**config.mk**
```make
export PLATFORM = sky130hd
export DESIGN_NAME = switch_branch_target
export DESIGN_NICKNAME = d
export VERILOG_FILES = /design/src/rtl/swt_pkg.sv /design/src/rtl/swt_core.sv /design/src/rtl/swt_out.sv /design/src/rtl/switch_branch_target.sv
export SDC_FILE = /design/constraint.sdc
export NUM_CORES = 1
export LEC_CHECK = 0
export ABC_CLOCK_PERIOD_IN_PS = 5450
export BUFFER_PORTS_ARGS = -buffer_cell sky130_fd_sc_hd__buf_2
export CAP_MARGIN = 20
export CELL_PAD_IN_SITES_DETAIL_PLACEMENT = 0
export CELL_PAD_IN_SITES_GLOBAL_PLACEMENT = 2
export CORE_MARGIN = 1.5
export CORE_UTILIZATION = 35
export CTS_CLUSTER_SIZE = 30
export DETAILED_ROUTE_END_ITERATION = 7
export GPL_ROUTABILITY_DRIVEN = 0
export MAX_ROUTING_LAYER = met4
export PLACE_DENSITY = 0.76
export SLEW_MARGIN = 20
export SYNTH_ARGS = -nofsm -noshare
export SYNTH_HDL_FRONTEND = slang
export SYNTH_SLANG_ARGS = --single-unit
```
**constraint.sdc**
```tcl
create_clock -name clk -period 5.45 [get_ports clk]
set_input_delay 0.545 -clock clk [delete_from_list [all_inputs] [get_ports clk]]
set_output_delay 0.545 -clock clk [all_outputs]
set_load 0.05 [all_outputs]
```
**src/rtl/swt_pkg.sv**
```systemverilog
`timescale 1ns / 1ps

package swt_pkg;

	localparam int unsigned WordW  = 32;
	localparam int unsigned CountW = 34;
	localparam int unsigned PosW   = 33;

	typedef enum logic [2:0] {
		PH_IDLE    = 3'd0,
		PH_DEFAULT = 3'd1,
		PH_LOW     = 3'd2,
		PH_HIGH    = 3'd3,
		PH_ENTRIES = 3'd4,
		PH_NPAIRS  = 3'd5,
		PH_MATCH   = 3'd6,
		PH_OFFSET  = 3'd7
	} phase_t;

	typedef enum logic {
		ACT_START = 1'b0,
		ACT_WORD  = 1'b1
	} action_t;

	typedef enum logic {
		KIND_TABLE  = 1'b0,
		KIND_LOOKUP = 1'b1
	} kind_t;

	typedef struct packed {
		logic [WordW-1:0] target_address;
		logic             took_case;
	} result_t;

endpackage

```
**src/rtl/swt_core.sv**
```systemverilog
`timescale 1ns / 1ps

module swt_core (
	input  logic                          clk,
	input  logic                          arst_n,
	input  logic                          fire,
	input  logic                          action,
	input  logic                          kind,
	input  logic [swt_pkg::WordW-1:0]     opcode_address,
	input  logic [swt_pkg::WordW-1:0]     key,
	input  logic [swt_pkg::WordW-1:0]     word,
	output logic                          res_valid,
	output swt_pkg::result_t              res
);

	swt_pkg::phase_t                 phase_q, phase_d;
	logic                            is_lookup_q, is_lookup_d;
	logic [swt_pkg::WordW-1:0]       base_address_q, base_address_d;
	logic [swt_pkg::WordW-1:0]       search_key_q, search_key_d;
	logic [swt_pkg::WordW-1:0]       default_offset_q, default_offset_d;
	logic [swt_pkg::WordW-1:0]       low_bound_q, low_bound_d;
	logic [swt_pkg::CountW-1:0]      words_left_q, words_left_d;
	logic [swt_pkg::PosW-1:0]        entry_position_q, entry_position_d;
	logic [swt_pkg::PosW-1:0]        hit_pos_q, hit_pos_d;
	logic [swt_pkg::WordW-1:0]       chosen_offset_q, chosen_offset_d;
	logic                            decided_q, decided_d;
	logic                            found_q, found_d;
	logic [swt_pkg::WordW-1:0]       pair_match_q, pair_match_d;

	logic signed [swt_pkg::WordW-1:0] k_s, lo_s, hi_s, w_s, m_s;
	logic [swt_pkg::CountW-1:0]       span;
	logic [swt_pkg::PosW-1:0]         diff;
	logic                             done;

	assign k_s  = $signed(search_key_q);
	assign lo_s = $signed(low_bound_q);
	assign w_s  = $signed(word);
	assign hi_s = w_s;
	assign m_s  = $signed(pair_match_q);
	assign span = swt_pkg::CountW'({{2{word[31]}}, word})
		- swt_pkg::CountW'({{2{low_bound_q[31]}}, low_bound_q})
		+ swt_pkg::CountW'(1);
	assign diff = {search_key_q[31], search_key_q} - {low_bound_q[31], low_bound_q};

	always_comb begin
		phase_d          = phase_q;
		is_lookup_d      = is_lookup_q;
		base_address_d   = base_address_q;
		search_key_d     = search_key_q;
		default_offset_d = default_offset_q;
		low_bound_d      = low_bound_q;
		words_left_d     = words_left_q;
		entry_position_d = entry_position_q;
		hit_pos_d        = hit_pos_q;
		chosen_offset_d  = chosen_offset_q;
		decided_d        = decided_q;
		found_d          = found_q;
		pair_match_d     = pair_match_q;
		done             = 1'b0;
		if (fire) begin
			if (action == swt_pkg::ACT_START) begin
				is_lookup_d     = kind;
				base_address_d  = opcode_address;
				search_key_d    = key;
				decided_d       = 1'b0;
				found_d         = 1'b0;
				chosen_offset_d = '0;
				phase_d         = swt_pkg::PH_DEFAULT;
			end else begin
				unique case (phase_q)
					swt_pkg::PH_IDLE: begin
					end
					swt_pkg::PH_DEFAULT: begin
						default_offset_d = word;
						phase_d = (is_lookup_q == swt_pkg::KIND_LOOKUP) ?
							swt_pkg::PH_NPAIRS : swt_pkg::PH_LOW;
					end
					swt_pkg::PH_LOW: begin
						low_bound_d = word;
						phase_d     = swt_pkg::PH_HIGH;
					end
					swt_pkg::PH_HIGH: begin
						found_d = 1'b0;
						if (hi_s < lo_s) begin
							done = 1'b1;
						end else begin
							words_left_d     = span;
							entry_position_d = '0;
							hit_pos_d        = diff;
							decided_d        = !((k_s >= lo_s) && (k_s <= hi_s));
							phase_d          = swt_pkg::PH_ENTRIES;
						end
					end
					swt_pkg::PH_ENTRIES: begin
						if (!decided_q && (entry_position_q == hit_pos_q)) begin
							chosen_offset_d = word;
							decided_d       = 1'b1;
							found_d         = 1'b1;
						end
						entry_position_d = entry_position_q + swt_pkg::PosW'(1);
						words_left_d     = words_left_q - swt_pkg::CountW'(1);
						done             = (words_left_q == swt_pkg::CountW'(1));
					end
					swt_pkg::PH_NPAIRS: begin
						found_d = 1'b0;
						if (word == '0) begin
							done = 1'b1;
						end else begin
							words_left_d = {1'b0, word, 1'b0};
							decided_d    = 1'b0;
							phase_d      = swt_pkg::PH_MATCH;
						end
					end
					swt_pkg::PH_MATCH: begin
						pair_match_d = word;
						words_left_d = words_left_q - swt_pkg::CountW'(1);
						phase_d      = swt_pkg::PH_OFFSET;
					end
					swt_pkg::PH_OFFSET: begin
						if (!decided_q) begin
							if (m_s == k_s) begin
								chosen_offset_d = word;
								found_d         = 1'b1;
								decided_d       = 1'b1;
							end else if (m_s > k_s) begin
								found_d   = 1'b0;
								decided_d = 1'b1;
							end
						end
						words_left_d = words_left_q - swt_pkg::CountW'(1);
						done         = (words_left_q == swt_pkg::CountW'(1));
						phase_d      = swt_pkg::PH_MATCH;
					end
					default: begin
					end
				endcase
				if (done) begin
					phase_d = swt_pkg::PH_IDLE;
				end
			end
		end
	end

	always_comb begin
		res_valid          = done;
		res.took_case      = found_d;
		res.target_address = base_address_q + (found_d ? chosen_offset_d : default_offset_d);
	end

	always_ff @(posedge clk or negedge arst_n) begin
		if (!arst_n) begin
			phase_q          <= swt_pkg::PH_IDLE;
			is_lookup_q      <= 1'b0;
			base_address_q   <= '0;
			search_key_q     <= '0;
			default_offset_q <= '0;
			low_bound_q      <= '0;
			words_left_q     <= '0;
			entry_position_q <= '0;
			hit_pos_q        <= '0;
			chosen_offset_q  <= '0;
			decided_q        <= 1'b0;
			found_q          <= 1'b0;
			pair_match_q     <= '0;
		end else begin
			phase_q          <= phase_d;
			is_lookup_q      <= is_lookup_d;
			base_address_q   <= base_address_d;
			search_key_q     <= search_key_d;
			default_offset_q <= default_offset_d;
			low_bound_q      <= low_bound_d;
			words_left_q     <= words_left_d;
			entry_position_q <= entry_position_d;
			hit_pos_q        <= hit_pos_d;
			chosen_offset_q  <= chosen_offset_d;
			decided_q        <= decided_d;
			found_q          <= found_d;
			pair_match_q     <= pair_match_d;
		end
	end

	a_found_decided: assert property (@(posedge clk) disable iff (!arst_n)
		found_q |-> decided_q)
		else $error("found without decision");

	a_entries_left: assert property (@(posedge clk) disable iff (!arst_n)
		(phase_q == swt_pkg::PH_ENTRIES) |-> (words_left_q != '0))
		else $error("entry phase with no words left");

	a_offset_odd: assert property (@(posedge clk) disable iff (!arst_n)
		(phase_q == swt_pkg::PH_OFFSET) |-> words_left_q[0])
		else $error("pair count out of step");

	a_done_idle: assert property (@(posedge clk) disable iff (!arst_n)
		res_valid |=> (phase_q == swt_pkg::PH_IDLE))
		else $error("not idle after result");

endmodule

```
**src/rtl/swt_out.sv**
```systemverilog
`timescale 1ns / 1ps

module swt_out (
	input  logic             clk,
	input  logic             arst_n,
	input  logic             load,
	input  swt_pkg::result_t res,
	output logic             can_take,
	output logic             out_valid,
	input  logic             out_ready,
	output swt_pkg::result_t res_q
);

	logic valid_q;

	assign can_take  = !valid_q || out_ready;
	assign out_valid = valid_q;

	always_ff @(posedge clk or negedge arst_n) begin
		if (!arst_n) begin
			valid_q <= 1'b0;
		end else if (can_take) begin
			valid_q <= load;
		end
	end

	always_ff @(posedge clk) begin
		if (can_take && load) begin
			res_q <= res;
		end
	end

	a_hold: assert property (@(posedge clk) disable iff (!arst_n)
		(valid_q && !out_ready) |=> (valid_q && $stable(res_q)))
		else $error("stalled result lost");

endmodule

```
**src/rtl/switch_branch_target.sv**
```systemverilog
`timescale 1ns / 1ps
// channel  handshake            payload
// in       in_valid/in_ready    action, kind, opcode_address, key, word
// out      out_valid/out_ready  target_address, took_case
//
// One request per cycle while in_ready is high; a word or start updates the switch state in the cycle it is taken.
// The result of the last operand word is registered and shows in the cycle after it is taken.
// Input stalls only while the result register is full and out_ready is low.
// Reset (arst_n low) clears the state to idle and drops any pending result.

module switch_branch_target (
	input  logic                      clk,
	input  logic                      arst_n,
	input  logic                      in_valid,
	output logic                      in_ready,
	input  logic                      action,
	input  logic                      kind,
	input  logic [swt_pkg::WordW-1:0] opcode_address,
	input  logic [swt_pkg::WordW-1:0] key,
	input  logic [swt_pkg::WordW-1:0] word,
	output logic                      out_valid,
	input  logic                      out_ready,
	output logic [swt_pkg::WordW-1:0] target_address,
	output logic                      took_case
);

	logic             fire;
	logic             res_valid;
	swt_pkg::result_t res;
	swt_pkg::result_t res_q;

	assign fire = in_valid && in_ready;

	swt_core u_core (
		.clk            (clk),
		.arst_n         (arst_n),
		.fire           (fire),
		.action         (action),
		.kind           (kind),
		.opcode_address (opcode_address),
		.key            (key),
		.word           (word),
		.res_valid      (res_valid),
		.res            (res)
	);

	swt_out u_out (
		.clk       (clk),
		.arst_n    (arst_n),
		.load      (res_valid),
		.res       (res),
		.can_take  (in_ready),
		.out_valid (out_valid),
		.out_ready (out_ready),
		.res_q     (res_q)
	);

	assign target_address = res_q.target_address;
	assign took_case      = res_q.took_case;

endmodule

```
==> After elaboration in Yosys (flattened, before gate mapping) <==
Index checks and enable logic that the tools add are counted.
{ "totals": {"n_memories": 0, "out_inout_bits": 35, "inputBits": 102, "regBits": 332, "mem_bits_rw": 0, "latchBits": 0, "romBits": 0} }
{ "classes": {"n_div": 0, "n_addsub": 6, "bitwise": 2, "mux": 43, "n_eq_ne": 19, "n_reduce_logical": 22, "multipliers": 0, "order_cmp": 4, "shifts": 0} }
{ "ops": {"columns": ["operator", "count"], "rows": [
  ["$mux W32", 9],
  ["$pmux W34 S3", 1],
  ["$mux W34", 2],
  ["$pmux W33 S2", 1],
  ["$sub A32 B32 Y33", 2],
  ["$pmux W32 S2", 1],
  ["$add A34 B1 Y34 const B", 1],
  ["$eq A34 B1 Y1 const B", 1],
  ["$sub A34 B1 Y34 const B", 1],
  ["$add A33 B1 Y33 const B", 1],
  ["$eq A33 B33 Y1", 1],
  ["$mux W33", 1],
  ["$add A32 B32 Y32", 1],
  ["$eq A32 B32 Y1", 1],
  ["$ge A32 B32 Y1", 1],
  ["$gt A32 B32 Y1", 1],
  ["$le A32 B32 Y1", 1],
  ["$logic_not A32 Y1", 1],
  ["$lt A32 B32 Y1", 1],
  ["$mux W1", 19],
  ["$pmux W3 S6", 1],
  ["$mux W3", 5],
  ["$eq A3 B3 Y1 const B", 4],
  ["$reduce_and A4 Y1", 3],
  ["21 further kinds", 35]
]} }

==> Depth between registers and ports, before layout <==
Gate-level depths: netlist of run 1.
{ "logic_depth": {"depth_word": 9, "depth_mapped": 25, "mapped_depth_nobuf": 23} }

==> Cells and area by module <==
A second synthesis of run 1 with hierarchy kept.
{ "hier_totals": {"hier_cells": 2408, "hier_area_um2": 22083.7} }
{ "modules_own_cells": {"columns": ["module", "area_each_um2", "cells_per_inst", "n_inst", "seq_area_each_um2"], "rows": [
  ["swt_core", 21032.7, 2370, 1, 7457.2],
  ["swt_out", 1044.8, 37, 1, 1016.0],
  ["switch_branch_target", 6.3, 1, 1, 0.0]
]} }

==> Worst setup path after synthesis of run 1 <==
OpenSTA, ideal clock, no wires.
{ "synth_path": {"kind": "register to register", "from": "register u_core.search_key_q, in the netlist u_core.k_s[9]", "to": "register u_out.res_q[29] (netlist name)", "stages_incl_launch_ff": 26, "slack_ps": -472, "required_time_ps": 5192, "t_arrival_ps": 5663, "period_less_slack_ps": 5922, "setup_time_ps": 258, "cell_sequence": "dfrtp_1 inv_1 ha_1 a21o_1 nand3_1 a21oi_1 or4_1 a221o_1 mux2i_1 o32a_1 buf_2 inv_2 buf_2 mux2_2 ha_1 fa_1 a21o_1 a21oi_1 o21ai_0 a41oi_1 nor4b_1 o41a_1 o41ai_1 o21bai_1 a21oi_1 xnor2_1"} }
{ "synth_lines": {"columns": ["item", "line_no", "source"], "rows": [
  ["start, declared", "swt_core.sv:19", "logic [swt_pkg::WordW-1:0] search_key_q, search_key_d;"],
  ["start signal, assigned", "swt_core.sv:169", "search_key_q <= search_key_d;"]
]} }

==> Implementation_results.wiki, run 1 <==
{| class="wikitable"
! Metric !! Value
|-
| Worst R2R Start || u_core.m_s[1]
|-
| Clock Tree Buf Depth || 3
|-
| Total power || around 15000 µW
|-
| Total gr overflow || 0
|-
| Routed WL || approximately 74000 µm
|-
| Worst-path maximum fanout || 5
|-
| Proportion of layout cells with a drive suffix above 1 || 18.4%
|-
| Unrepaired setup endpoints after global routing || yes
|-
| Largest net degree at the start of global routing || 111
|-
| Adder and majority cell fraction of the synthesized area || under 10%
|-
| I/O pin total || ~140
|-
| Cell depth of the worst flop-to-flop path || 21
|-
| Die boundary height || approximately 250 µm
|-
| Total net switching power || about 6400 µW
|-
| Clock power share || a little under a fifth
|-
| Cells after DPL || approximately 3.4k
|-
| Number of buffers inserted during clock tree synthesis || 41
|-
| Number of library cell types mapped by synthesis || just over 90
|-
| Combinational share of power || roughly 55%
|-
| Final worst path period need || approximately 5.3 ns
|-
| DRC violations left || 0
|-
| Type of the most critical hold path || input pin to async pin
|-
| Port-buffer cells || approximately 140
|-
| Avg Synthesized Cell Area || ~9 µm²
|-
| Violations in the final reports || negative hold slack
|-
| Pin slew with the least headroom to its limit || between 0.9 and 1 ns
|-
| Share of synthesized area spent on multiplexers || a little over 5%
|-
| CP required || ~5.8 ns
|-
| Most frequent cells after synthesis || sky130_fd_sc_hd__dfrtp_1, sky130_fd_sc_hd__nand2_1, sky130_fd_sc_hd__o21ai_0, sky130_fd_sc_hd__ha_1, sky130_fd_sc_hd__nor2_1
|-
| Detail Route Antenna Nets || 0
|-
| #FFs+latches synth || ~330
|-
| Number of clock sinks || around 330
|-
| First DRT Iteration DRCs || about 1.5k
|-
| Critical Path Start Type || flop
|-
| Vias after detailed routing || 19.2k
|-
| Area of the die || 64600 µm²
|-
| Compound-gate portion of the synthesized area || about 19%
|-
| Outcome || finished, violations left
|-
| Vias per Instance || between 5 and 6
|-
| Hold Vio Cnt, Final || 4
|-
| Final critical-path share of the clock period || a little over nine tenths
|-
| Worst IR drop on VDD || approximately 0.27 mV
|-
| Later-pin clock latency in the skew report || roughly 0.58 ns
|-
| Post-route non-filler standard cell count || ~3.5k
|-
| Tightest slew margin relative to the limit || roughly a third
|-
| Global-route usage over all layers || between 20% and 30%
|-
| Number of enable-type register cells in the synthesized netlist || 33
|-
| Slack of the worst reg-to-reg path || between 0.15 and 0.2 ns
|-
| Area leader, netlist || sky130_fd_sc_hd__dfrtp_1
|-
| Leading register cell type out of synthesis || sky130_fd_sc_hd__dfrtp_1
|-
| CTS Root Cell || sky130_fd_sc_hd__clkbuf_16
|-
| Setup skew after layout || about 0.022 ns
|-
| Most numerous cell in the Yosys netlist || sky130_fd_sc_hd__dfrtp_1
|-
| Clock edge transition at the registers on the reported setup and hold paths || 0.06 ns
|-
| Worst hold margin || -0.0148 ns
|-
| Area share of the leading cell type in the synthesized netlist || between 30% and 40%
|-
| Total internal power || about 8300 µW
|-
| Share of total power in sequential cells || about a quarter
|-
| Slew Viols, Final || 0
|-
| Maximum Capacitance Violations || 0
|-
| First-pass GRT wire length || 113000 µm
|-
| Starting density of the core || approximately 36%
|-
| Gate count after technology mapping || roughly 2.5k
|-
| Number of iterations in the first detailed-routing pass || 5
|-
| Worst reg2reg endpoint || u_out.res_q[25]
|-
| Via count of the first global-routing pass || approximately 19k
|-
| Layout fillers || 6138
|-
| Placeable core area || 62100 µm²
|-
| Average detailed-routed wire length per instance || 21.1 µm
|-
| Standby leakage power || roughly 0.012 µW
|-
| Final setup violating endpoints || 0
|-
| Post-synthesis async set-or-reset flop share || between 90% and 100%
|-
| Layout overhead on the synthesized area || 18.0%
|-
| Power density relative to cell area || roughly 560 nW/µm²
|-
| Row count || slightly above 90
|-
| Synthesized-area fraction occupied by xor and xnor cells || 6.74%
|-
| Post-Synth Simple-Gate Area || between 10% and 20%
|-
| Total of warnings raised by yosys || 0
|-
| Width of the die || 254 µm
|-
| Arr. time, crit path || between 5 and 6 ns
|-
| Kind of critical path || flop to flop
|-
| Post-synthesis cell area || 22100 µm²
|-
| Cell types with the largest area share after synthesis || sky130_fd_sc_hd__dfrtp_1, sky130_fd_sc_hd__ha_1, sky130_fd_sc_hd__o21ai_0
|-
| CTS HTree Levels || 2
|-
| Initial antenna violation count || 4
|-
| Number of nets in the layout || approximately 2.9k
|-
| Estimated wirelength of the detail-placed design || approximately 57000 µm
|-
| Largest family of logic cells by synthesized area || compound AO/OA/AOI/OAI gates
|-
| Kind of end point of the critical path || flop
|-
| Maximum frequency from static timing analysis || between 0.15 and 0.2 GHz
|-
| Sequential-to-total area share from yosys stat || between 30% and 40%
|-
| TritonCTS clock tree || yes
|-
| Nets in the synthesized netlist || between 2k and 3k
|-
| Switching part of the total power || 43.6%
|}
[per-layer routing]
metal	GRT usage, %	vias to the layer above	routed length [µm]
li1	-	9236	-
met1	32.8	9357	35300
met2	35.9	511	32900
met3	2.64	108	3540
met4	7.82	0	2460
met5	-	-	0
[critical path, cell delays in order, from the launching register on]
cell and delay (ns):
sky130_fd_sc_hd__dfrtp_1 0.41, sky130_fd_sc_hd__ha_4 0.26, sky130_fd_sc_hd__nor2b_4 0.12, sky130_fd_sc_hd__o211ai_1 0.19, sky130_fd_sc_hd__a21boi_1 0.10, sky130_fd_sc_hd__or4_4 0.47, sky130_fd_sc_hd__a221o_1 0.37, sky130_fd_sc_hd__mux2i_1 0.13
sky130_fd_sc_hd__o32a_1 0.20, sky130_fd_sc_hd__inv_4 0.14, sky130_fd_sc_hd__buf_6 0.12, sky130_fd_sc_hd__mux2_2 0.32, sky130_fd_sc_hd__ha_1 0.29, sky130_fd_sc_hd__a21o_1 0.18, sky130_fd_sc_hd__a21o_1 0.17, sky130_fd_sc_hd__a21o_1 0.18
sky130_fd_sc_hd__a41oi_2 0.22, sky130_fd_sc_hd__nor4b_4 0.10, sky130_fd_sc_hd__o41a_1 0.42, sky130_fd_sc_hd__or2_2 0.35, sky130_fd_sc_hd__a41oi_2 0.21, sky130_fd_sc_hd__xnor2_1 0.09
[power by group through the flow]
stage,clock [µW],combinational [µW],sequential [µW]
after detailed placement,0,7780,3850
after global placement,0,7720,3830
after CTS,2860,7890,3820
after floorplan,0,5530,3720
after global routing,2950,8910,3920
final,2790,8080,3840
[sequential cells by signal (all words and copies together) (netlist names)]
| name | cells |
|---|---|
| u_core.words_left_q | 34 |
| u_core.entry_position_q | 33 |
| u_core.hit_pos_q | 33 |
| u_out.res_q | 33 |
| u_core.base_address_q | 32 |
| u_core.chosen_offset_q | 32 |
| u_core.default_offset_q | 32 |
| u_core.k_s | 32 |
| u_core.lo_s | 32 |
| u_core.m_s | 32 |
| u_core.phase_q | 3 |
| u_core.decided_q | 1 |
| u_core.found_q | 1 |
| u_core.is_lookup_q | 1 |
| u_out.out_valid | 1 |
[per-stage QoR]
| stage | area (µm²) | utilization (%) | TNS (ns) | setup WS [ns] | hold WS, ns |
|---|---|---|---|---|---|
| 3_5_place_dp | 24300 | 39.2 | -0.999 | -0.201 | 0.470 |
| 2_1_floorplan | 22100 | - | 0 | 0.00144 | 0.249 |
| 6_report | 26100 | 42.0 | 0 | 0.157 | -0.0148 |
| 3_3_place_gp | 24300 | 39.2 | -0.478 | -0.176 | 0.463 |
| 5_1_grt | 26100 | 42.0 | -0.271 | -0.0741 | 0.0400 |
| 4_1_cts | 25800 | 41.5 | 0 | 0.000898 | 0.0321 |
[kinds of logic after synthesis]
logic type	count (synthesis)
DFF	332
AOI/OAI and AO/OA	680
and+or+nand+nor	763
muxes	102
buffers and inverters	236
adders and majority gates	168
xor gates and xnor gates	170
[placed cells by master (no fill, tap or decap), types with 9 or more instances in the layout]
cell type                   synthesis  final
sky130_fd_sc_hd__nand3_1           56     53
sky130_fd_sc_hd__and4_1             9      9
sky130_fd_sc_hd__nand2b_1          20     20
sky130_fd_sc_hd__inv_1            128    123
sky130_fd_sc_hd__a31oi_1           17     16
sky130_fd_sc_hd__o21a_1            23     23
sky130_fd_sc_hd__xnor2_1          104    104
sky130_fd_sc_hd__a21o_1            62     62
sky130_fd_sc_hd__dfrtp_1          299    299
sky130_fd_sc_hd__clkbuf_16          0     42
sky130_fd_sc_hd__o22ai_1            9      9
sky130_fd_sc_hd__buf_4              4    117
sky130_fd_sc_hd__nor4_1            25     24
sky130_fd_sc_hd__and2_1            12     12
sky130_fd_sc_hd__xor2_1            66     66
sky130_fd_sc_hd__o21ai_1           19     21
sky130_fd_sc_hd__o211ai_1          13     13
sky130_fd_sc_hd__nand2_1          289    288
sky130_fd_sc_hd__o21ai_0          251    246
sky130_fd_sc_hd__a21oi_1          130    123
sky130_fd_sc_hd__mux2_2            94     92
sky130_fd_sc_hd__o21bai_1          11     11
sky130_fd_sc_hd__a22oi_1           38     38
sky130_fd_sc_hd__buf_2             19    135
sky130_fd_sc_hd__a211oi_1          14     12
sky130_fd_sc_hd__a222oi_1           9      9
sky130_fd_sc_hd__clkbuf_8           0     10
sky130_fd_sc_hd__edfxtp_1          33     33
sky130_fd_sc_hd__and3_1            18     18
sky130_fd_sc_hd__ha_1             165    157
sky130_fd_sc_hd__or3_1             15     15
sky130_fd_sc_hd__nand4_1           60     60
sky130_fd_sc_hd__nor3_1            47     45
sky130_fd_sc_hd__clkbuf_1          79     12
sky130_fd_sc_hd__nor2b_1           17     16
sky130_fd_sc_hd__o221ai_1           9      9
sky130_fd_sc_hd__nor2_1           159    154
[area by class of cell]
cell class / instances / area [µm²] / area share [%]
diodes: 1 / 2.50 / 0.00961
clock buffers: 64 / 1230 / 4.74
clock inverters: 11 / 136 / 0.523
inverters: 129 / 487 / 1.87
multi-input cells: 1883 / 13000 / 49.7
flip-flops and latches: 332 / 8470 / 32.5
well taps: 837 / 1050 / 4.02
repair buffers: 262 / 1710 / 6.58
[worst max-delay path by stage]
stage | slack (ns) | cells after the start | to | startpoint
final | 0.16 | 21 | u_out.res_q[25] | u_core.m_s[1]
after global routing | -0.07 | 23 | u_out.res_q[32] | u_core.k_s[1]
after CTS | 0.0009 | 22 | u_out.res_q[29] | u_core.m_s[1]
after detailed placement | -0.20 | 23 | u_out.res_q[29] | u_core.k_s[5]
after global placement | -0.18 | 23 | u_out.res_q[29] | u_core.k_s[1]
after floorplan | 0.001 | 25 | u_out.res_q[29] | u_core.k_s[9]
[repair_timing]
action | CTS | global route
setup endpoints to repair | 9 | 13
gates cloned | 0 | 0
pin swaps | 1 | 16
gates resized for setup | 11 | 39
hold buffers | 0 | 0
buffers inserted | 3 | 9
Power figures use the tool's default switching activity.
==> run 2, diff against run 1 <==
--- a/config.mk
+++ b/config.mk
@@ -16,7 +16,7 @@
 export DETAILED_ROUTE_END_ITERATION = 7
 export GPL_ROUTABILITY_DRIVEN = 0
 export MAX_ROUTING_LAYER = met4
-export PLACE_DENSITY = 0.76
+export PLACE_DENSITY_LB_ADDON = 0.1
 export SLEW_MARGIN = 20
 export SYNTH_ARGS = -nofsm -noshare
 export SYNTH_HDL_FRONTEND = slang
==> Implementation_results.wiki, run 2 (same netlist as run 1, synthesis figures left out) <==
{| class="wikitable"
! Metric !! Value
|-
| Width of the die || 254 µm (unchanged)
|-
| Type of the most critical hold path || input pin to async pin
|-
| Placeable core area || 62100 µm² (unchanged)
|-
| Largest net degree at the start of global routing || 101 (-9.0%)
|-
| Largest register FFs || 34 (unchanged)
|-
| Worst IR drop on VDD || 0.223 mV (-17%)
|-
| Port-buffer cells || 136 (unchanged)
|-
| CP required || 5.76 ns (-0.02 ns)
|-
| DRC violations left || 0 (unchanged)
|-
| Layout fillers || 6181 (+0.70%)
|-
| Most frequent cells in the layout || sky130_fd_sc_hd__dfrtp_1, sky130_fd_sc_hd__nand2_1, sky130_fd_sc_hd__o21ai_0
|-
| Final setup violating endpoints || 3 (+3)
|-
| Vias after detailed routing || 18.9k (-1.4%)
|-
| Row count || 91 (unchanged)
|-
| Hold Vio Cnt, Final || 3 (-1)
|-
| Kind of critical path || flop to flop
|-
| Average detailed-routed wire length per instance || 21.6 µm (+2.3%)
|-
| Estimated wirelength of the detail-placed design || 59600 µm (+4.4%)
|-
| Worst hold margin || -0.00567 ns (+0.00913 ns)
|-
| Routed WL || 76200 µm (+2.8%)
|-
| First DRT Iteration DRCs || 1236 (-15%)
|-
| Maximum Capacitance Violations || 0 (unchanged)
|-
| Worst-path maximum fanout || 5 (unchanged)
|-
| Pin slew with the least headroom to its limit || 0.948 ns (-0.0374 ns)
|-
| Outcome || finished, violations left
|-
| Maximum frequency from static timing analysis || 0.183 GHz (-3.3%)
|-
| Tightest slew margin relative to the limit || 36.8% (+3.0 points)
|-
| Clock Tree Buf Depth || 3 (unchanged)
|-
| Standby leakage power || 0.0117 µW (+0.53%)
|-
| Global-route usage over all layers || 24.6% (+0.95 points)
|-
| Setup skew after layout || 0.0231 ns (+0.00137 ns)
|-
| Most common library cell in the layout ignoring fill and taps || sky130_fd_sc_hd__dfrtp_1
|-
| Final antenna diode count || 0 (-1)
|-
| Aggregate negative setup slack || -0.0527 ns (-0.0527 ns)
|-
| CTS Root Cell || sky130_fd_sc_hd__clkbuf_16
|-
| Cells after DPL || 3447 (+0.47%)
|-
| Starting density of the core || 35.6% (unchanged)
|-
| Violations in the final reports || negative hold slack, negative setup slack
|-
| I/O pin total || 137 (unchanged)
|-
| First-pass GRT wire length || 117000 µm (+3.2%)
|-
| Worst setup slack before clock tree synthesis || -0.287 ns (-0.0863 ns)
|-
| CTS HTree Levels || 2 (unchanged)
|-
| Kind of end point of the critical path || flop
|-
| Clock edge transition at the registers on the reported setup and hold paths || 0.06 ns (about the same)
|-
| Critical Path Start Type || flop
|-
| Number of clock sinks || 332 (unchanged)
|-
| Smallest setup slack after layout || -0.0258 ns (-0.183 ns)
|-
| Via count of the first global-routing pass || 18.8k (+0.053%)
|-
| Vias per Instance || 5.36 (-1.8%)
|-
| Final critical-path share of the clock period || 100% (+3.4 points)
|-
| Initial antenna violation count || 5 (+1)
|-
| Slew Viols, Final || 0 (unchanged)
|-
| TritonCTS clock tree || yes
|-
| Post-Route Utilization || 42.1% (+0.12 points)
|-
| Unrepaired setup endpoints after global routing || yes
|-
| Detail Route Antenna Nets || 0 (unchanged)
|-
| Power density relative to cell area || 566 nW/µm² (+0.34%)
|-
| Number of iterations in the first detailed-routing pass || 6 (+1)
|-
| Total gr overflow || 0 (unchanged)
|-
| Number of nets in the layout || 2935 (+0.55%)
|-
| Cell depth of the worst flop-to-flop path || 22 (+4.8%)
|-
| Arr. time, crit path || 5.78 ns (+0.16 ns)
|-
| Die boundary height || 254 µm (unchanged)
|-
| Final worst path period need || 5.48 ns (+0.183 ns)
|-
| Total power || 14800 µW (+0.62%)
|-
| Post-route non-filler standard cell count || 3534 (+0.43%)
|-
| Biggest register || u_core.words_left_q
|-
| Number of buffers inserted during clock tree synthesis || 42 (+2.4%)
|-
| Area of the die || 64600 µm² (unchanged)
|-
| Later-pin clock latency in the skew report || 0.58 ns (about the same)
|-
| Layout overhead on the synthesized area || 18.3%
|-
| Proportion of layout cells with a drive suffix above 1 || 18.8% (+0.37 points)
|}
[run 2: changes by cell type in the layout (fill, tap and decap cells not counted), moves of 2 or more]
| cell | before | now |
|---|---|---|
| sky130_fd_sc_hd__clkbuf_8 | 10 | 5 |
| sky130_fd_sc_hd__clkbuf_1 | 12 | 9 |
| sky130_fd_sc_hd__inv_1 | 123 | 127 |
| sky130_fd_sc_hd__clkinv_1 | 0 | 3 |
| sky130_fd_sc_hd__nor4_2 | 1 | 3 |
| sky130_fd_sc_hd__buf_12 | 5 | 3 |
| sky130_fd_sc_hd__nor4_1 | 24 | 22 |
| sky130_fd_sc_hd__clkinv_2 | 6 | 10 |
| sky130_fd_sc_hd__inv_2 | 5 | 1 |
| sky130_fd_sc_hd__buf_4 | 117 | 135 |
[run 2: worst paths after layout]
| path | from | endpoint | slack [ns] |
|---|---|---|---|
| min in group clk | key[1] | u_core.k_s[1] | 0.19 |
| worst min-delay path | arst_n | u_core.words_left_q[5] | -0.006 |
| worst max-delay path | u_core.m_s[1] | u_out.res_q[29] | -0.03 |
| max in group asynchronous | arst_n | u_core.k_s[14] | 4.00 |
| worst min register to register | u_core.lo_s[20] | u_core.lo_s[20] | 0.47 |
| worst max register to register | u_core.m_s[1] | u_out.res_q[29] | -0.03 |
[run 2: repair_timing]
item / CTS / global route
hold buffers: 0 / 0
resized for setup: 13 / 32
endpoints found under the setup margin: 9 / 13
pin swaps: 1 / 16
buffers inserted: 4 / 8
gates cloned: 0 / 0
[run 2: report_power, final]
part	switching [µW]	internal, µW
registers	497	3310
clock network	1130	1650
logic	4850	3350
[run 2: cell type report]
| class | count | area, µm² | share of cell area, % |
|---|---|---|---|
| inverter | 129 | 487 | 1.86 |
| clock buffer | 57 | 1180 | 4.51 |
| timing repair buffer | 277 | 1800 | 6.88 |
| multi-input combinational | 1883 | 13000 | 49.6 |
| clock inverter | 19 | 175 | 0.670 |
| sequential | 332 | 8470 | 32.4 |
| tap | 837 | 1050 | 4.01 |
[run 2: routing by layer]
layer | part of all wire, % | track usage [%]
met5 | 0 | -
met4 | 2.4 | 5.94
met3 | 3.5 | 2.49
met2 | 45 | 37.9
met1 | 49 | 34.6
[run 2: critical path, cell delays in order (launching register included)]
cell and delay [ns]:
sky130_fd_sc_hd__dfrtp_1 0.39, sky130_fd_sc_hd__ha_1 0.31, sky130_fd_sc_hd__nor2b_1 0.13, sky130_fd_sc_hd__o211ai_1 0.22
sky130_fd_sc_hd__a21boi_1 0.11, sky130_fd_sc_hd__or4_4 0.47, sky130_fd_sc_hd__a221o_1 0.38, sky130_fd_sc_hd__mux2i_1 0.16
sky130_fd_sc_hd__o32a_1 0.23, sky130_fd_sc_hd__inv_4 0.08, sky130_fd_sc_hd__mux2_4 0.32, sky130_fd_sc_hd__ha_4 0.16
sky130_fd_sc_hd__fa_2 0.33, sky130_fd_sc_hd__a21o_1 0.17, sky130_fd_sc_hd__a21oi_2 0.15, sky130_fd_sc_hd__o21ai_2 0.10
sky130_fd_sc_hd__a41oi_2 0.24, sky130_fd_sc_hd__nor4b_4 0.09, sky130_fd_sc_hd__o41a_1 0.42, sky130_fd_sc_hd__o41ai_4 0.38
sky130_fd_sc_hd__o21bai_1 0.12, sky130_fd_sc_hd__a21oi_2 0.14, sky130_fd_sc_hd__xnor2_1 0.07
[run 2: metrics by stage]
step | hold slack [ns] | area, µm²
3_5_place_dp | 0.470 | 24400
4_1_cts | 0.0330 | 25900
6_report | -0.00567 | 26100
3_3_place_gp | 0.460 | 24400
2_1_floorplan | 0.249 | 22100
5_1_grt | 0.0587 | 26100
==> run 3, diff against run 2 <==
--- a/config.mk
+++ b/config.mk
@@ -7,7 +7,6 @@
 export LEC_CHECK = 0
 export ABC_CLOCK_PERIOD_IN_PS = 5450
 export BUFFER_PORTS_ARGS = -buffer_cell sky130_fd_sc_hd__buf_2
-export CAP_MARGIN = 20
 export CELL_PAD_IN_SITES_DETAIL_PLACEMENT = 0
 export CELL_PAD_IN_SITES_GLOBAL_PLACEMENT = 2
 export CORE_MARGIN = 1.5
@@ -17,6 +16,7 @@
 export GPL_ROUTABILITY_DRIVEN = 0
 export MAX_ROUTING_LAYER = met4
 export PLACE_DENSITY_LB_ADDON = 0.1
+export REMOVE_ABC_BUFFERS = 1
 export SLEW_MARGIN = 20
 export SYNTH_ARGS = -nofsm -noshare
 export SYNTH_HDL_FRONTEND = slang
==> Implementation_results.wiki, run 3 (same netlist as run 1, synthesis figures left out) <==
{| class="wikitable"
! Metric !! Value
|-
| Kind of critical path || flop to flop
|-
| Average detailed-routed wire length per instance || 21.8 µm (+0.95%)
|-
| Worst IR drop on VDD || 0.260 mV (+16%)
|-
| Final setup violating endpoints || 1 (-2)
|-
| Largest net degree at the start of global routing || 98 (-3.0%)
|-
| Most frequent cells in the layout || sky130_fd_sc_hd__dfrtp_1, sky130_fd_sc_hd__nand2_1, sky130_fd_sc_hd__o21ai_0
|-
| Row count || 91 (unchanged)
|-
| Layout fillers || 6107 (-1.2%)
|-
| Layout overhead on the synthesized area || 21.5%
|-
| Switching part of the total power || 43.4% (-0.35 points)
|-
| TritonCTS clock tree || yes
|-
| Combinational share of power || 55.7% (+0.3 points)
|-
| Worst hold margin || -0.0438 ns (-0.0381 ns)
|-
| Violations in the final reports || negative hold slack, negative setup slack
|-
| Biggest register || u_core.words_left_q
|-
| First DRT Iteration DRCs || 1373 (+11%)
|-
| # hold bufs at CTS || 0 (unchanged)
|-
| Placeable core area || 62100 µm² (unchanged)
|-
| Tightest slew margin relative to the limit || 38.9% (+2.1 points)
|-
| Largest register FFs || 34 (unchanged)
|-
| Critical path, cell by cell || ha_4 -> nor2b_4 -> o211ai_1 -> a21boi_1 -> or4_4 -> a221o_1 -> mux2i_1 -> o32a_1 -> inv_2 -> mux2_4 -> ha_4 -> fa_2 -> a21o_1 -> a21oi_2 -> o21ai_2 -> a41oi_4 -> nor4b_4 -> o41a_1 -> o41ai_2 -> buf_4 -> o21bai_1 -> a21oi_2 -> xnor2_1
|-
| Number of iterations in the first detailed-routing pass || 8 (+2)
|-
| I/O pin total || 137 (unchanged)
|-
| Port-buffer cells || 136 (unchanged)
|-
| First-pass GRT wire length || 119000 µm (+2.3%)
|-
| Worst-path maximum fanout || 3 (-2)
|-
| Total gr overflow || 0 (unchanged)
|-
| Cell depth of the worst flop-to-flop path || 23 (+4.5%)
|-
| Total internal power || 8600 µW (+3.5%)
|-
| Number of buffers inserted during clock tree synthesis || 43 (+2.4%)
|-
| Maximum Capacitance Violations || 0 (unchanged)
|-
| Final critical-path share of the clock period || 100% (-0.33 points)
|-
| Outcome || finished, violations left
|-
| CP required || 5.78 ns (+0.02 ns)
|-
| CTS Root Cell || sky130_fd_sc_hd__clkbuf_16
|-
| Standby leakage power || 0.0120 µW (+3.3%)
|-
| Die boundary height || 254 µm (unchanged)
|-
| Via count of the first global-routing pass || 19.2k (+2.1%)
|-
| Area of the multi-input gates || 13100 µm² (+1.0%)
|-
| Final antenna diode count || 0 (unchanged)
|-
| Area of the die || 64600 µm² (unchanged)
|-
| Routed WL || 78300 µm (+2.7%)
|-
| Width of the die || 254 µm (unchanged)
|-
| Critical path's largest stage delay || 0.46 ns (about the same)
|-
| Flip-flop and latch area || 8470 µm² (unchanged)
|-
| Vias after detailed routing || 19.4k (+2.7%)
|-
| Setup skew after layout || 0.0185 ns (-0.00465 ns)
|-
| Estimated wirelength of the detail-placed design || 60400 µm (+1.3%)
|-
| Vias per Instance || 5.41 (+0.88%)
|-
| Maximum frequency from static timing analysis || 0.183 GHz (+0.33%)
|-
| Clock Tree Buf Depth || 3 (unchanged)
|-
| Aggregate negative setup slack || -0.00761 ns (+0.0451 ns)
|-
| Starting density of the core || 35.6% (unchanged)
|-
| Slew Viols, Final || 0 (unchanged)
|-
| Pin slew with the least headroom to its limit || 0.908 ns (-0.0398 ns)
|-
| DRC violations left || 0 (unchanged)
|-
| Most common library cell in the layout ignoring fill and taps || sky130_fd_sc_hd__dfrtp_1
|-
| Final worst path period need || 5.46 ns (-0.0182 ns)
|-
| Number of nets in the layout || 2996 (+2.1%)
|-
| Slack of the worst reg-to-reg path || -0.008 ns (+0.02 ns)
|-
| Clock edge transition at the registers on the reported setup and hold paths || 0.06 ns (about the same)
|-
| Share of total power in sequential cells || 25.1% (-0.6 points)
|-
| CTS HTree Levels || 2 (unchanged)
|-
| Global-route usage over all layers || 25.2% (+0.59 points)
|-
| Hold Vio Cnt, Final || 21 (+18)
|-
| Total power || 15200 µW (+2.8%)
|-
| Clock power share || 19.2% (+0.4 points)
|-
| Smallest setup slack after layout || -0.00761 ns (+0.0182 ns)
|-
| Power density relative to cell area || 567 nW/µm² (+0.12%)
|-
| Post-Route Utilization || 43.2% (+1.1 points)
|-
| Arr. time, crit path || 5.79 ns (about the same)
|-
| Kind of end point of the critical path || flop
|-
| Worst setup slack before clock tree synthesis || -0.578 ns (-0.290 ns)
|-
| Initial antenna violation count || 4 (-1)
|-
| Number of clock sinks || 332 (unchanged)
|-
| Unrepaired setup endpoints after global routing || yes
|-
| Critical Path Start Type || flop
|-
| Proportion of layout cells with a drive suffix above 1 || 21.3% (+2.5 points)
|-
| Total net switching power || 6610 µW (+2.0%)
|-
| Later-pin clock latency in the skew report || 0.58 ns (about the same)
|-
| Slowest cell on crit path || sky130_fd_sc_hd__or4_4
|-
| Detail Route Antenna Nets || 0 (unchanged)
|-
| Type of the most critical hold path || input pin to async pin
|}
[run 3: what timing repair did]
item	4_1_cts	5_1_grt
resized for setup	53	24
pin swaps	27	22
gates cloned	1	0
endpoints found under the setup margin	13	13
buffers inserted	20	4
[run 3: final cells by class]
| class | instances | share of cell area [%] |
|---|---|---|
| sequential | 332 | 31.6 |
| tap | 837 | 3.90 |
| clock buffer | 60 | 4.63 |
| timing repair buffer | 337 | 8.58 |
| multi-input combinational | 1883 | 48.8 |
| inverter | 129 | 1.80 |
| clock inverter | 19 | 0.695 |
[run 3: critical path, delay by kind of cell (launching register included)]
family / cells / cell delay (ns)
buffers and inverters: 2 / 0.31
DFF: 1 / 0.41
muxes: 2 / 0.46
AOI/OAI and AO/OA: 12 / 2.46
adders and majority gates: 3 / 0.79
and+or+nand+nor: 3 / 0.66
xor gates and xnor gates: 1 / 0.09
[run 3: power by group through the flow]
| stage | clock network (µW) | registers, µW | logic (µW) |
|---|---|---|---|
| floorplan | 0 | 3760 | 5370 |
| global placement | 0 | 3820 | 7990 |
| detailed placement | 0 | 3840 | 8030 |
| CTS | 2990 | 3810 | 8370 |
| global route | 3080 | 3910 | 9340 |
| finish | 2920 | 3820 | 8480 |
[run 3: path summary, 6_finish.rpt]
| path | endpoint | startpoint |
|---|---|---|
| worst max-delay path | u_out.res_q[29] | u_core.m_s[1] |
| worst min-delay path | u_core.k_s[8] | arst_n |
| worst max register to register | u_out.res_q[29] | u_core.m_s[1] |
| worst min register to register | u_core.lo_s[24] | u_core.lo_s[24] |
| max in group asynchronous | u_core.k_s[24] | arst_n |
| min in group clk | u_core.k_s[28] | key[28] |
[run 3: through the flow]
stage                     hold slack [ns]  instance area, µm²  std cells
after floorplan                     0.249               21600       2344
after global placement              0.461               24800       3494
after detailed placement            0.470               24800       3494
after CTS                         0.00384               26700       3594
after global routing               0.0151               26800       3597
final                             -0.0438               26800       3597
[run 3: per-layer routing]
metal	up-vias	part of all wire, %	global-route usage [%]
met4	0	2.7	6.75
met1	9498	48	34.8
met5	-	0	-
met2	466	46	39.2
li1	9394	-	-
met3	88	4.1	2.58
